### src/design/bba_pkg.sv
// Package: constants, payload structs and codes for the bitmap block allocator.
`default_nettype none
package bba_pkg;

	localparam int NBITS   = 8192;
	localparam int WORD_W  = 64;
	localparam int NWORDS  = NBITS / WORD_W;
	localparam int ADDR_W  = $clog2(NWORDS);
	localparam int OFF_W   = $clog2(WORD_W);
	localparam int IDX_W   = 13;
	localparam int CNT_W   = 14;

	typedef logic [ADDR_W-1:0] addr_t;
	typedef logic [WORD_W-1:0] word_t;

	typedef enum logic {
		FUNC_ALLOC = 1'b0,
		FUNC_FREE  = 1'b1
	} func_t;

	typedef enum logic [1:0] {
		ST_OK       = 2'd0,
		ST_FULL     = 2'd1,
		ST_BAD_FREE = 2'd2
	} status_t;

	typedef enum logic {
		S_IDLE,
		S_EVAL
	} seq_state_t;

	typedef struct packed {
		func_t              func;
		logic [IDX_W-1:0]   index;
	} req_t;

	typedef struct packed {
		logic [IDX_W-1:0]   result_index;
		status_t            status;
		logic [CNT_W-1:0]   free_left;
	} rsp_t;

	typedef struct packed {
		logic   rd_en;
		addr_t  rd_addr;
		logic   wr_en;
		addr_t  wr_addr;
		word_t  wr_data;
	} map_req_t;

endpackage
`default_nettype wire

### src/design/bba_seq.sv
// Request sequencer: word scan, read-modify-write of the bitmap, free count, result register.
`default_nettype none
module bba_seq (
	input  wire logic              clk,
	input  wire logic              arst_n,
	input  wire logic              start,
	input  wire bba_pkg::req_t     req,
	output      logic              busy,
	output      logic              done,
	output      bba_pkg::rsp_t     result,
	output      bba_pkg::map_req_t mreq,
	input  wire bba_pkg::word_t    rdata
);

	localparam bba_pkg::addr_t LAST_WORD = bba_pkg::ADDR_W'(bba_pkg::NWORDS - 1);
	localparam logic [bba_pkg::CNT_W-1:0] CNT_MAX = bba_pkg::CNT_W'(bba_pkg::NBITS);

	bba_pkg::seq_state_t          state_q, state_d;
	bba_pkg::func_t               func_q;
	bba_pkg::addr_t               word_q, word_d;
	logic [bba_pkg::OFF_W-1:0]    off_q, off_d;
	logic                         wrapped_q, wrapped_d;
	logic [bba_pkg::CNT_W-1:0]    cnt_q, cnt_d;
	logic                         done_q, done_d;
	bba_pkg::rsp_t                rsp_q, rsp_d;

	bba_pkg::word_t               masked, free_bits, bit_sel;
	logic                         found;
	logic [bba_pkg::OFF_W-1:0]    pos;
	logic                         accept;

	assign accept = start && (state_q == bba_pkg::S_IDLE);

	// bits below the start offset count as used
	always_comb begin
		masked    = rdata | ((bba_pkg::WORD_W'(1) << off_q) - bba_pkg::WORD_W'(1));
		free_bits = ~masked;
		found     = |free_bits;
		pos       = '0;
		for (int i = bba_pkg::WORD_W - 1; i >= 0; i--) begin
			if (free_bits[i]) begin
				pos = bba_pkg::OFF_W'(i);
			end
		end
	end

	assign bit_sel = bba_pkg::WORD_W'(1) << ((func_q == bba_pkg::FUNC_FREE) ? off_q : pos);

	// next state
	always_comb begin
		state_d = state_q;
		case (state_q)
			bba_pkg::S_IDLE: begin
				if (start) begin
					state_d = bba_pkg::S_EVAL;
				end
			end
			bba_pkg::S_EVAL: begin
				if (func_q == bba_pkg::FUNC_FREE || found ||
				    (word_q == LAST_WORD && wrapped_q)) begin
					state_d = bba_pkg::S_IDLE;
				end
			end
			default: state_d = bba_pkg::S_IDLE;
		endcase
	end

	// datapath and outputs
	always_comb begin
		word_d       = word_q;
		off_d        = off_q;
		wrapped_d    = wrapped_q;
		cnt_d        = cnt_q;
		done_d       = 1'b0;
		rsp_d        = rsp_q;
		mreq         = '0;
		mreq.wr_addr = word_q;
		case (state_q)
			bba_pkg::S_IDLE: begin
				if (accept) begin
					word_d       = req.index[bba_pkg::IDX_W-1:bba_pkg::OFF_W];
					off_d        = (req.index == '0) ? bba_pkg::OFF_W'(1)
					                                 : req.index[bba_pkg::OFF_W-1:0];
					wrapped_d    = 1'b0;
					mreq.rd_en   = 1'b1;
					mreq.rd_addr = req.index[bba_pkg::IDX_W-1:bba_pkg::OFF_W];
				end
			end
			bba_pkg::S_EVAL: begin
				if (func_q == bba_pkg::FUNC_FREE) begin
					done_d             = 1'b1;
					rsp_d.result_index = '0;
					if (rdata[off_q]) begin
						mreq.wr_en   = 1'b1;
						mreq.wr_data = rdata & ~bit_sel;
						if (cnt_q < CNT_MAX) begin
							cnt_d = cnt_q + 1'b1;
						end
						rsp_d.status = bba_pkg::ST_OK;
					end else begin
						rsp_d.status = bba_pkg::ST_BAD_FREE;
					end
					rsp_d.free_left = cnt_d;
				end else if (found) begin
					done_d       = 1'b1;
					mreq.wr_en   = 1'b1;
					mreq.wr_data = rdata | bit_sel;
					if (cnt_q != '0) begin
						cnt_d = cnt_q - 1'b1;
					end
					rsp_d.result_index = {word_q, pos};
					rsp_d.status       = bba_pkg::ST_OK;
					rsp_d.free_left    = cnt_d;
				end else if (word_q == LAST_WORD) begin
					if (wrapped_q) begin
						done_d             = 1'b1;
						rsp_d.result_index = '0;
						rsp_d.status       = bba_pkg::ST_FULL;
						rsp_d.free_left    = cnt_q;
					end else begin
						word_d       = '0;
						off_d        = bba_pkg::OFF_W'(1);
						wrapped_d    = 1'b1;
						mreq.rd_en   = 1'b1;
						mreq.rd_addr = '0;
					end
				end else begin
					word_d       = word_q + 1'b1;
					off_d        = '0;
					mreq.rd_en   = 1'b1;
					mreq.rd_addr = word_q + 1'b1;
				end
			end
			default: ;
		endcase
	end

	always_ff @(posedge clk or negedge arst_n) begin
		if (!arst_n) begin
			state_q <= bba_pkg::S_IDLE;
			cnt_q   <= CNT_MAX;
			done_q  <= 1'b0;
		end else begin
			state_q <= state_d;
			cnt_q   <= cnt_d;
			done_q  <= done_d;
		end
	end

	always_ff @(posedge clk) begin
		if (accept) begin
			func_q <= req.func;
		end
		word_q    <= word_d;
		off_q     <= off_d;
		wrapped_q <= wrapped_d;
		rsp_q     <= rsp_d;
	end

	assign busy   = (state_q != bba_pkg::S_IDLE);
	assign done   = done_q;
	assign result = rsp_q;

endmodule
`default_nettype wire

### config.mk
export PLATFORM = sky130hd
export DESIGN_NAME = bba_seq
export DESIGN_NICKNAME = d
export VERILOG_FILES = /design/src/design/bba_pkg.sv /design/src/design/bba_seq.sv
export SDC_FILE = /design/constraint.sdc
export NUM_CORES = 1
export LEC_CHECK = 0
export BUFFER_PORTS_ARGS = -buffer_cell sky130_fd_sc_hd__buf_2
export CAP_MARGIN = 20
export CORE_MARGIN = 5
export CORE_UTILIZATION = 45
export CTS_CLUSTER_SIZE = 28
export DETAILED_ROUTE_END_ITERATION = 12
export GPL_TIMING_DRIVEN = 0
export PLACE_DENSITY = 0.8
export SYNTH_ARGS = -nofsm -noshare
export SYNTH_HDL_FRONTEND = slang
export SYNTH_SLANG_ARGS = --single-unit
### constraint.sdc
create_clock -name clk -period 5.73 [get_ports clk]
set_input_delay 0.573 -clock clk [delete_from_list [all_inputs] [get_ports clk]]
set_output_delay 0.573 -clock clk [all_outputs]
set_load 0.02 [all_outputs]
==> results by stage <==
Synthesis:
- The count of warnings emitted by yosys is 0.
- After technology mapping, the gate count stands at 1093.
- The adder and majority cell fraction of the synthesized area is 0.596%.
- edfxtp_1 takes more of the synthesized area than any other cell.
- After synthesis, the mean cell area works out to 7.69 um2.
- For this run, the leading register cell type out of synthesis is edfxtp_1.
- The net count after synthesis is 1178.
- The share of synthesized cell area in and, or, nand and nor gates is 32.6%.
- The synthesized netlist devotes 30.3% of its cell area to compound gates.
- The mapped netlist covers 0.00840 mm2.
- After synthesis the netlist holds a flip-flop and latch count of 60.
- The proportion of register bits with asynchronous set or reset after synthesis is 26.7%.
- The combinational family with the most area after synthesis is simple AND/OR/NAND/NOR gates.
- The post-synthesis xor/xnor area fraction is 3.34%.
- After synthesis, flip-flops and latches occupy 20.5% of the total area.
- In the post-synthesis netlist, the biggest area contributors are edfxtp_1 16%, nand2_1 6.8%, mux4_2 5.6%, dfrtp_1 4.5%, nor2_1 4.2%.
- The synthesized design contains 44 enable-type register cells.
- The multiplexer share of the synthesized area is 6.25%.
- The synthesized design devotes to its leading area cell type 15.7% of total area.
- The number of distinct library cell variants in the gate-level netlist after synthesis is 106.

Worst setup path:
- Data on the critical path arrives at its endpoint at 5100 ps.
- STA classifies the critical path startpoint as a flop.
- The worst register-to-register path has a depth of 22.
- The worst path required time is 5160 ps.
- The cell with the largest stage delay on the worst path is or4bb_4.
- The worst reg-to-reg setup slack is 710 ps.
- The peak fanout along the critical path is 10.
- The signal on the critical path passes through buf_6 > buf_6 > buf_6 > buf_8 > nor2b_4 > nand3_2 > ha_4 > buf_6 > nor3_2 > or3_4 > nand2_1 > or4bb_4 > nor4_4 > buf_4 > nand4_1 > o22ai_4 > o21a_4 > and3_1 > buf_6 > nand2_2 > a221oi_4 > buf_6.
- The critical path start-end classification is flop to output port.
- The endpoint identified for the worst register-to-register timing path is off_q[2]$_SDFFCE_PP0P_.
- The startpoint identified for the worst register-to-register timing path is off_q[1]$_SDFFCE_PP0P_.
- The worst setup path startpoint is off_q[1]$_SDFFCE_PP0P_.
- Counting stages on the worst path, the most repeated cell is buf_6.
- The delay of the slowest critical-path stage is 560 ps.
- STA classifies the critical path endpoint as an output port.

Timing:
- After layout, the minimum clock period comes to 5670 ps.
- Derived from the worst setup path, the maximum achievable clock frequency is 176 MHz.
- The number of endpoints with negative hold slack in the final report is 0.
- The max-slew violation count is 0.
- In this run the tightest slew margin relative to its limit is 47.4%.
- For the pin with the worst max-slew slack, the measured transition is 790 ps.
- The final cycle utilization of the critical path is 99.0%.
- The final count of negative-setup-slack endpoints is 0.
- Clock skew on the completed layout was measured at 7.52 ps.

Drt:
- The routed via count is 11000.
- Summed over all layers, the routed wires come to 41.3 mm.
- The violation count after the first detailed-routing iteration is 1235.
- For this run, the detailed router's first-pass iteration total came to 5.
- The mean routed wirelength per cell is 26.1 um.
- The detail route stage leaves a number of antenna-violating nets equal to 0.
- The remaining routing DRC violations is 0.
- After detailed routing, the number of vias per cell comes to 6.91.

Status:
- The run finished with clean final reports.

Power:
- The share of total power in the clock network is 7.8%.
- The internal power component is 0.00327 W.
- The maximum vdd drop is 273 uV.
- In this run the power density over the cells is 663 mW/mm2.
- The combinational power share is 80.0%.
- Net switching is 55.3% of the power.
- Total power for the finished layout comes to 0.00732 W.
- In this run the power spent charging and discharging nets is 0.00405 W.
- For this design the static power due to leakage is 4.43 nW.
- Of the total power, registers draw 12.2%.

Floorplan:
- In this run the count of I/O pins placed on the die edge is 192.
- The floorplan step set the die height to 147 um.
- The die covers 0.0215 mm2.
- The core area is 0.0185 mm2.
- The initial utilization of the core area, before any placement, comes to 45.4%.
- Measured along the x axis, the die boundary spans 147 um.
- The initialized floorplan defines 50 standard-cell rows.

Cells and area:
- The post-layout utilization of the core is 59.6%.
- Leaving out fill and tap cells, the most frequent cell in the layout is buf_2.
- Of the cells placed in the final design, the portion with a size suffix greater than 1 is 34.0%.
- In the layout the commonest cells are 210 x buf_2, 149 x nand2_1, 87 x nor2_1.
- The area added between synthesis and finish is 31.3%.
- The repair_antennas step left the layout with diodes totalling 0.
- The final layout contains 1431 nets.

Global routing:
- The pin count of the biggest net entering global routing is 22.
- The number of antenna violations at the first check in global routing is 1.
- The wire length of the first global-routing pass is 61.5 mm.
- The total global routing track utilization is 36.6%.
- After global routing the overflow that remains totals 0.
- The number of global-route vias before repair is 10300.

CTS:
- Buffers inserted to repair hold after CTS numbered 0.
- The clock tree from TritonCTS is done.
- The tree built by TritonCTS fans out to 60 sinks.
- The buffer levels on the longest clock path is 2.
- The clock tree root buffer cell is clkbuf_16.
- Clock tree synthesis inserted a total of 9 buffers.
- Clock-pin slew was measured on the worst setup and hold paths at 60 ps.
- The later pin in the worst-skew pair is clocked with a latency of 330 ps.
- The H-tree was split into 3 levels.

Place:
- The congestion estimate from routability-driven global placement came to 1.08.
- The detailed placement HPWL is 31.2 mm.
- The count of buffers added on input and output ports is 191.

Job:
- Across the run, the number of max-cap violations was 0.

Worst hold path:
- The path category of the worst min-delay check is input pin to async pin.
## power by group through the flow
stage | Clock [W] | Sequential (W) | Combinational, W
5_1_grt | 0.000593 | 0.000916 | 0.00618
3_3_place_gp | 0 | 0.000897 | 0.00483
6_report | 0.000573 | 0.000893 | 0.00586
3_5_place_dp | 0 | 0.000898 | 0.00488
4_1_cts | 0.000576 | 0.000889 | 0.00539
2_1_floorplan | 0 | 0.00104 | 0.00329
## sequential cells by signal, summed over array words and instances, names as in the netlist
name and flops:
busy 1, cnt_q 14, done 1, func_q 1
off_q 6, result 29, word_q 7, wrapped_q 1
## cells by family after synthesis
| logic type | Yosys count |
|---|---|
| AO/OA/AOI/OAI | 345 |
| XOR/XNOR | 32 |
| adder cells (fa/ha/maj) | 4 |
| buffers and inverters | 119 |
| flip-flops | 60 |
| multiplexers | 26 |
| AND/OR/NAND/NOR | 507 |
## metal layers
| metal | track usage (%) | share of wire, % | up-vias |
|---|---|---|---|
| met5 | 0 | 0.027 | - |
| met3 | 7.88 | 12 | 242 |
| li1 | - | - | 4707 |
| met1 | 45.8 | 36 | 5089 |
| met4 | 24.1 | 8.5 | 2 |
| met2 | 56.8 | 43 | 911 |
## synth_stat cells (all sizes together) (5+ instances only)
cell,number
nor2b,23
o2bb2ai,12
a21oi,62
mux4,21
a221oi,9
edfxtp,44
a31oi,12
and4,5
o21ai,66
or4,6
clkbuf,43
o211ai,10
or2,9
and3,21
nand4,13
a211o,5
xnor2,22
nor3,43
o31ai,8
nor4,15
xor2,10
nand4b,6
nand2b,9
o221ai,8
o31a,5
o21bai,5
a21o,14
and2,15
nand3,46
a32o,36
a211oi,20
nand2,156
nor2,94
or3,15
a22oi,19
buf,48
inv,26
nor4b,6
dfrtp,15
o21a,13
## timing repair
item	in CTS	in global routing
setup endpoints to repair	145	71
setup buffers	32	20
cloned	0	0
pin swaps	30	27
hold endpoints to repair	0	0
gates resized for setup	84	71
## how the worst max path moves through the flow
stage	endpoint	slack (ps)
floorplan	mreq[48]	350
global placement	word_q[4]$_DFFE_PP_	-1860
detailed placement	word_q[2]$_DFFE_PP_	-1480
CTS	mreq[33]	0.4
global route	mreq[22]	-30
finish	mreq[20]	60
## stage by stage
step / worst slack [ps] / instance area (um2) / setup TNS (ps) / instances / hold WS, ps
2_1_floorplan: 345 / 8410 / 0 / 1093 / 277
5_1_grt: -33.2 / 11000 / -140 / 1585 / 197
4_1_cts: 0.426 / 10600 / 0 / 1565 / 173
6_report: 58.0 / 11000 / 0 / 1585 / 164
3_3_place_gp: -1860 / 9660 / -181900 / 1518 / 495
3_5_place_dp: -1480 / 9690 / -129520 / 1520 / 516
## worst max-delay path, delay by kind of cell, from the launching register on
kind	cells	cell delay (ps)
compound gates	3	870
fa+ha+maj	1	210
buf+inv	8	1230
flops	1	420
simple gates	10	2030
## cell type report
class | count | area, um2
inverters | 28 | 111
repair buffers | 246 | 1400
well taps | 234 | 293
multi-input cells | 914 | 6690
clock inverters | 6 | 77.6
clock buffers | 10 | 239
flip-flops and latches | 60 | 1720
fillers | 1715 | 7480
plain buffers | 87 | 505
No activity file was read; power rests on OpenSTA's default activity.
